==> config.mk <==
export PLATFORM = sky130hd
export DESIGN_NAME = arsm_ctrl
export DESIGN_NICKNAME = d
export VERILOG_FILES = /design/src/hdl/arsm_pkg.sv /design/src/hdl/arsm_ctrl.sv
export SDC_FILE = /design/constraint.sdc
export NUM_CORES = 1
export LEC_CHECK = 0
export ABC_CLOCK_PERIOD_IN_PS = 1600
export BUFFER_PORTS_ARGS = -buffer_cell sky130_fd_sc_hd__buf_2
export CORE_AREA = 2 2 39 41
export CTS_BUF_LIST = sky130_fd_sc_hd__clkbuf_4
export DETAILED_ROUTE_END_ITERATION = 10
export DIE_AREA = 0 0 41 43
export PLACE_DENSITY_LB_ADDON = 0.08
export SYNTH_ARGS = -nofsm -noshare
export SYNTH_HDL_FRONTEND = slang
export SYNTH_SLANG_ARGS = --single-unit
==> constraint.sdc <==
create_clock -name clk -period 1.6 [get_ports clk]
set_clock_uncertainty 0.05 [all_clocks]
set_input_delay 0.08 -clock clk [delete_from_list [all_inputs] [get_ports clk]]
set_output_delay 0.08 -clock clk [all_outputs]
set_load 0.005 [all_outputs]
==> src/hdl/arsm_pkg.sv <==
`timescale 1ns / 1ps
`default_nettype none
package arsm_pkg;

	localparam int ADDR_W = 32;
	localparam int SIZE_W = 13;
	localparam int CODE_W = 8;
	localparam int OP_W   = 2;

	localparam logic [OP_W-1:0] OP_INSERT = 2'd0;
	localparam logic [OP_W-1:0] OP_SCAN   = 2'd1;
	localparam logic [OP_W-1:0] OP_CLEAR  = 2'd2;

	localparam logic REG_BASE = 1'b0;
	localparam logic REG_SIZE = 1'b1;

	// controller -> datapath
	typedef struct packed {
		logic latch;      // capture request word
		logic dec_ins;    // decode insert range into offsets
		logic rd_ins;     // read store at insert cursor
		logic wr_ins;     // write merged word, bump cursor
		logic clr_start;  // start clear sweep, zero scan/run state
		logic clr_step;   // zero one store entry
		logic scan_rd;    // read store at scan position
		logic scan_eval;  // evaluate scan step, may load a result
		logic scan_fin;   // load deferred closing result
	} cmd_t;

	// datapath -> controller
	typedef struct packed {
		logic [OP_W-1:0] op;
		logic            ins_more;
		logic            clr_last;
		logic            out_free;
		logic            emit1;
		logic            last_step;
	} sts_t;

endpackage
`default_nettype wire

==> src/hdl/arsm_ctrl.sv <==
`timescale 1ns / 1ps
`default_nettype none
module arsm_ctrl import arsm_pkg::*; (
	input  wire logic clk,
	input  wire logic arst_n,
	input  wire logic req_valid,
	output logic      req_ready,
	output cmd_t      cmd,
	input  wire sts_t sts
);

	localparam logic [2:0] S_CLR  = 3'd0;
	localparam logic [2:0] S_IDLE = 3'd1;
	localparam logic [2:0] S_DISP = 3'd2;
	localparam logic [2:0] S_ICHK = 3'd3;
	localparam logic [2:0] S_IWR  = 3'd4;
	localparam logic [2:0] S_SEV  = 3'd5;
	localparam logic [2:0] S_SFIN = 3'd6;

	logic [2:0] state_q;
	logic [2:0] state_d;

	assign req_ready = (state_q == S_IDLE);

	always_comb begin
		cmd     = '0;
		state_d = state_q;
		case (state_q)
			S_CLR: begin
				cmd.clr_step = 1'b1;
				if (sts.clr_last) state_d = S_IDLE;
			end
			S_IDLE: begin
				if (req_valid) begin
					cmd.latch = 1'b1;
					state_d   = S_DISP;
				end
			end
			S_DISP: begin
				case (sts.op)
					OP_INSERT: begin
						cmd.dec_ins = 1'b1;
						state_d     = S_ICHK;
					end
					OP_SCAN: begin
						cmd.scan_rd = 1'b1;
						state_d     = S_SEV;
					end
					OP_CLEAR: begin
						cmd.clr_start = 1'b1;
						state_d       = S_CLR;
					end
					default: state_d = S_IDLE;
				endcase
			end
			S_ICHK: begin
				if (sts.ins_more) begin
					cmd.rd_ins = 1'b1;
					state_d    = S_IWR;
				end else begin
					state_d = S_IDLE;
				end
			end
			S_IWR: begin
				cmd.wr_ins = 1'b1;
				state_d    = S_ICHK;
			end
			S_SEV: begin
				if (sts.out_free) begin
					cmd.scan_eval = 1'b1;
					state_d = (sts.emit1 && sts.last_step) ? S_SFIN : S_IDLE;
				end
			end
			S_SFIN: begin
				if (sts.out_free) begin
					cmd.scan_fin = 1'b1;
					state_d      = S_IDLE;
				end
			end
			default: state_d = S_IDLE;
		endcase
	end

	always_ff @(posedge clk or negedge arst_n) begin
		if (!arst_n) begin
			state_q <= S_CLR;
		end else begin
			state_q <= state_d;
		end
	end

endmodule
`default_nettype wire

* Word level (Yosys, flattened, before mapping)
Index checks and enable logic that the tools add are counted. W data, S select, Z words.
Storage, ports and cells: register bits 3, bits in latches 0, RAM bits 0, bits in read-only memories 0, input bits 10, logic and storage cells 40, memories 0
Cells by class: add/sub/neg operators 0, $mul 0, div/mod/pow operators 0, magnitude comparators 0, equal/unequal tests 12, shifts and indexed selects 0, multiplexer cells 23, bitwise gates (word level) 0, reductions and logical operators 4
Operators with widths (count):
- $pmux W3 S7 | 1
- $mux W3 | 6
- $mux W1 | 15
- $eq A3 B3 Y1 const B | 3
- $pmux W3 S3 | 1
- $ne A2 B2 Y1 const B | 4
- $eq A3 B2 Y1 const B | 2
- $reduce_and A4 Y1 | 1
- $eq A3 B1 Y1 const B | 1
- $logic_not A3 Y1 | 1
- $eq A2 B1 Y1 const B | 1
- $eq A2 B2 Y1 const B | 1
- $logic_not A2 Y1 | 1
- $logic_and A1 B1 Y1 | 1

* Logic depth before layout (Yosys ltp)
Gate-level depths: netlist of the first run.
word-level depth 4, gate-level depth with buffers 5, mapped depth without buffers 4

* Worst setup path after synthesis of the first run
OpenSTA, ideal clock, no wires.
path type register to register, from register state_q[0], to register state_q[0], setup time 121 ps, data arrival time 1148 ps, data required time 1429 ps, setup slack 281 ps, cell stages (with the launch flop) 4, path buffers 0, cells stage by stage dfrtp_1 > or3b_1 > a32o_1 > o22a_1
Between the ends: word-level cells in the longest chain between the ends 3, elaborated cells between the ends (all ways) 13, classes of those cells eq/ne (10); mux (1); reduce/logical (2)
RTL lines:
- start, declared | line arsm_ctrl.sv:20 | logic [2:0] state_q;
- start signal, assigned | line arsm_ctrl.sv:88 | state_q <= state_d;
- $eq A3 B3 Y1 (tied with other cells) | line arsm_ctrl.sv:28 | case (state_q)
- $ne A2 B2 Y1 (no line)
- $reduce_and A4 Y1 (no line)
Several ways; a longest one is shown, not always the timed one. A chain may end at the register's enable or synchronous reset.

==> results of run 1 <==
## Yosys cell counts
cell type / instances
and2b_2: 1
a21oi_1: 5
nand3_1: 1
nor3b_2: 1
and3_1: 2
nand2_1: 5
nor3_1: 2
buf_6: 1
or3b_1: 1
buf_4: 1
o22a_1: 1
o22ai_1: 1
buf_2: 1
and3_2: 1
o21ai_0: 2
nand2b_1: 2
and2_1: 1
a22o_1: 1
a31oi_1: 1
inv_1: 2
dfrtp_1: 3
and4_1: 1
and4b_1: 1
a32o_1: 1
nor2_1: 7
o32a_1: 1
## layer usage
layer,vias to the layer above,global-route usage [%]
met2,15,18.8
li1,216,-
met4,0,6.00
met3,0,4.71
met1,188,17.0
met5,-,0
## kinds of logic after synthesis
group / Yosys count / synth area share (%)
buffers and inverters: 5 / 9.23
and+or+nand+nor: 26 / 43.5
DFF: 3 / 22.1
AOI/OAI and AO/OA: 13 / 25.1
## worst paths after layout
path / to / cells after the start / from
max in group asynchronous: state_q[2] / 2 / arst_n
min: state_q[0] / 2 / arst_n
max: cmd[7] / 4 / state_q[1]
max reg2reg: state_q[0] / 3 / state_q[1]
min reg2reg: state_q[0] / 1 / state_q[0]
min in group clk: state_q[1] / 3 / sts[2]
## where the power goes
part | switching, mW | internal, mW | leakage (nW)
Sequential | 0.0699 | 0.111 | 0.0372
Combinational | 0.221 | 0.232 | 0.204
Clock | 0.0441 | 0.111 | 0.0184
Total | 0.335 | 0.454 | 0.260
## layout make-up
type / count / area [um2]
fill: 165 / 898
timing repair buffer: 22 / 120
sequential: 3 / 75.1
multi-input combinational: 39 / 233
tap: 16 / 20.0
inverter: 2 / 7.51
clock buffer: 4 / 30.0
## what timing repair did
action	CTS	global route
hold endpoints to repair	3	0
buffers inserted	0	0
hold buffers	1	0
setup endpoints to repair	0	0
## per-stage QoR
step | total power [mW] | util [%] | setup slack, ns | instances
after CTS | 0.805 | 35.1 | 0.103 | 86
after floorplan | 0.508 | - | 0.281 | 47
after global routing | 0.884 | 35.1 | 0.0157 | 86
after global placement | 0.646 | 32.2 | 0.258 | 81
final | 0.789 | 35.1 | 0.116 | 86
after detailed placement | 0.639 | 32.2 | 0.242 | 81
==> results.json, run 1 <==
{
  "slew_viol_final": 0,
  "num_rows": 14,
  "drt_iter0_markers": 15,
  "grt_pass1_vias": 352,
  "post-route-cell-area_um2": 485,
  "wire_per_inst_um": 11.3,
  "die_w_um": 41,
  "slew_headroom_pct": 70.0,
  "antennaDiodeCount": 0,
  "synth_cell_types": 26,
  "min_path_type": "input port to asynchronous set/reset pin",
  "nNetsFinal": 81,
  "synth-seq-cells": 3,
  "core_um2": 1380,
  "power_density_nw_per_um2": 1630,
  "largest_reg_flops": 3,
  "criticalPathCategory": "flop to output port",
  "fin_crit_ns": 1.48,
  "drive_above_1_share_pct": 40.0,
  "wirelength_um": 975,
  "htree_levels": 1,
  "slowest_delay_ns": 0.61,
  "top_register": "state_q",
  "cellLeakagePower_nw": 0.260,
  "cts.clk_slew.worst_paths_ns": 0.04,
  "place_congestion": 0.709,
  "cts_tree": "built",
  "worstPathMaxFanout": 16,
  "yosysWarnings": 0,
  "drc_errors": 0,
  "highest_layer": "met3",
  "antenna_found_initial": 0,
  "cts_buffer_depth": 2,
  "rsz0062_at_grt": "false",
  "layout_commonest_cell": "buf_2",
  "yosysTopAreaCell": "dfrtp_1",
  "reg_top3": "state_q: 3 flops",
  "io_pins": 20,
  "max_freq_ghz": 0.674,
  "routedLengthMet1_um": 450,
  "firstDrtPassIters": 3,
  "port_buffers": 19,
  "peakVddDrop_mv": 0.610,
  "initial_utilization_pct": 24.5,
  "status": "completed",
  "synth_area_per_cell_um2": 7.21,
  "clk_latency_ns": 0.24,
  "required_ns": 1.47,
  "die_h_um": 43,
  "grt_pass1_wl_um": 1550,
  "final_hold_viol_count": 0,
  "dpl.hpwl_um": 770,
  "synth_nets": 57,
  "ctsRootBufferMaster": "clkbuf_4",
  "syn_area_um2": 339,
  "cts_resized": 0,
  "critPathSlowestCell": "dfrtp_1",
  "synthTopCellsByArea": "dfrtp_1 22%, nor2_1 7.7%, a21oi_1 7.4%, nand2_1 5.5%, and3_1 3.7%",
  "endpoint_kind": "output port",
  "ys_seq_area_share_pct": 22.1,
  "placed_area_um2": 445,
  "layout_common_cells": "19 x buf_2, 7 x nor2_1, 5 x nand2_1, 5 x a21oi_1, 4 x clkbuf_4",
  "path_buf_inv": 1,
  "wl_met3_um": 79,
  "tns_ns": 0,
  "setup_viol": 0,
  "area_delta_synth_final_pct": 43.2,
  "r2r_slack_ns": 0.25,
  "die_area_um2": 1760,
  "start_kind": "flop",
  "yosys.area.top_type_share_pct": 22.1,
  "grt.overflow.total": 0,
  "tightest_slew_ns": 0.450,
  "synth_cells": 47,
  "path_delay_family": "flip-flops",
  "worstPathCellList": "and2b_2, nand2_1, nor2_1, buf_2",
  "fin_crit_sh_pct": 92.7,
  "cts_inserted_buffers": 3,
  "route.met2.wl_um": 446,
  "cap_violations": 0,
  "whs_ns": 0.129,
  "grt_start_max_net_pins": 17,
  "vias": 419,
  "worstPathArrival_ns": 1.35,
  "drt-vias-per-instance": 4.87,
  "ant_nets": 0,
  "grt_usage_pct": 13.2,
  "cts.sinks": 3
}
(Power assumes the default switching activity.)
==> inputs of run 2 (changes only) <==
--- a/config.mk
+++ b/config.mk
@@ -6,7 +6,7 @@
 export NUM_CORES = 1
 export LEC_CHECK = 0
 export ABC_CLOCK_PERIOD_IN_PS = 1600
-export BUFFER_PORTS_ARGS = -buffer_cell sky130_fd_sc_hd__buf_2
+export BUFFER_PORTS_ARGS = -buffer_cell sky130_fd_sc_hd__clkbuf_2
 export CORE_AREA = 2 2 39 41
 export CTS_BUF_LIST = sky130_fd_sc_hd__clkbuf_4
 export DETAILED_ROUTE_END_ITERATION = 10
==> results.json, run 2 (synthesized netlist as in run 1, its figures left out) <==
{
  "setup_viol": 0,
  "drive_above_1_share_pct": 41.4,
  "drc_errors": 0,
  "antenna_found_initial": 0,
  "grt_pass1_vias": 383,
  "initial_utilization_pct": 24.5,
  "die_h_um": 43,
  "clk_latency_ns": 0.23,
  "drt-vias-per-instance": 4.69,
  "layout_common_cells": "19 x clkbuf_2, 7 x nor2_1, 5 x nand2_1, 5 x a21oi_1, 4 x clkbuf_4",
  "largest_reg_flops": 3,
  "cts_tree": "built",
  "die_area_um2": 1760,
  "htree_levels": 1,
  "fin_crit_sh_pct": 87.6,
  "criticalPathCategory": "flop to output port",
  "vias": 403,
  "cts_buffer_depth": 2,
  "min_path_type": "input port to asynchronous set/reset pin",
  "ant_nets": 0,
  "fin_crit_ns": 1.40,
  "cts.clk_slew.worst_paths_ns": 0.04,
  "postLayoutSetupSlackWorst_ns": 0.199,
  "drt_iter0_markers": 10,
  "rsz0062_at_grt": "false",
  "worstPathMaxFanout": 8,
  "firstDrtPassIters": 4,
  "layout_commonest_cell": "clkbuf_2",
  "status": "completed",
  "antennaDiodeCount": 0,
  "wirelength_um": 990,
  "place_ws_ns": 0.233,
  "utilization_pct": 35.2,
  "grt.overflow.total": 0,
  "power_density_nw_per_um2": 1630,
  "peakVddDrop_mv": 0.582,
  "grt_usage_pct": 13.6,
  "slew_headroom_pct": 77.0,
  "place_congestion": 0.709,
  "port_buffers": 19,
  "ctsRootBufferMaster": "clkbuf_4",
  "start_kind": "flop",
  "io_pins": 20,
  "placed_area_um2": 445,
  "stdcell_count": 86,
  "num_rows": 14,
  "endpoint_kind": "output port",
  "worstPathArrival_ns": 1.27,
  "post-route-cell-area_um2": 487,
  "die_w_um": 41,
  "core_um2": 1380,
  "power_mw": 0.794,
  "wire_per_inst_um": 11.5,
  "place_inst": 81,
  "slew_viol_final": 0,
  "cap_violations": 0,
  "cts_inserted_buffers": 3,
  "required_ns": 1.47,
  "dpl.hpwl_um": 756,
  "max_freq_ghz": 0.714,
  "grt_start_max_net_pins": 17,
  "whs_ns": 0.136,
  "reg_top3": "state_q: 3 flops",
  "tns_ns": 0,
  "final_hold_viol_count": 0,
  "cellLeakagePower_nw": 0.253,
  "tightest_slew_ns": 0.342,
  "area_delta_synth_final_pct": 43.5,
  "nNetsFinal": 81,
  "cts.sinks": 3,
  "grt_pass1_wl_um": 1620,
  "top_register": "state_q"
}
[run 2: what timing repair did]
| action | 4_1_cts | 5_1_grt |
|---|---|---|
| gates resized for setup | 0 | 1 |
| setup buffers | 0 | 0 |
| endpoints found under the setup margin | 0 | 1 |
| hold endpoints to repair | 3 | 0 |
| hold buffers | 1 | 0 |
[run 2: worst paths after layout]
path / start / end / slack [ns] / cells past startpoint
max: state_q[2] / cmd[1] / 0.20 / 4
min: arst_n / state_q[0] / 0.14 / 2
max reg2reg: state_q[0] / state_q[0] / 0.30 / 3
min reg2reg: state_q[0] / state_q[0] / 0.48 / 1
max in group asynchronous: arst_n / state_q[1] / 1.24 / 2
min in group clk: sts[2] / state_q[1] / 0.17 / 3
[run 2: area by class of cell]
type | instances | area, um2
Clock buffer | 4 | 30.0
Fill cell | 157 | 897
Inverter | 2 | 7.51
Multi-Input combinational cell | 39 | 233
Sequential cell | 3 | 76.3
Tap cell | 16 | 20.0
Timing Repair Buffer | 22 | 120
[run 2: worst max-delay path: stages, from the launching register on]
cell and delay, ns:
dfrtp_1 0.47, inv_1 0.11, nor2_1 0.17, and3_1 0.17
clkbuf_2 0.10
[run 2: power by group]
group | switching, mW | internal (mW) | total (mW) | leakage (nW)
logic | 0.226 | 0.232 | 0.457 | 0.199
clock network | 0.0404 | 0.110 | 0.151 | 0.0184
registers | 0.0720 | 0.114 | 0.186 | 0.0358
total | 0.338 | 0.456 | 0.794 | 0.253
[run 2: routing by layer]
metal | vias to the layer above | part of all wire (%) | wire length, um | GRT usage (%)
met5 | - | 0 | 0 | 0
met4 | 0 | 0 | 0 | 6.00
met3 | 0 | 8.0 | 79 | 4.71
met2 | 17 | 46 | 456 | 18.8
met1 | 169 | 46 | 454 | 18.4
li1 | 217 | - | - | -
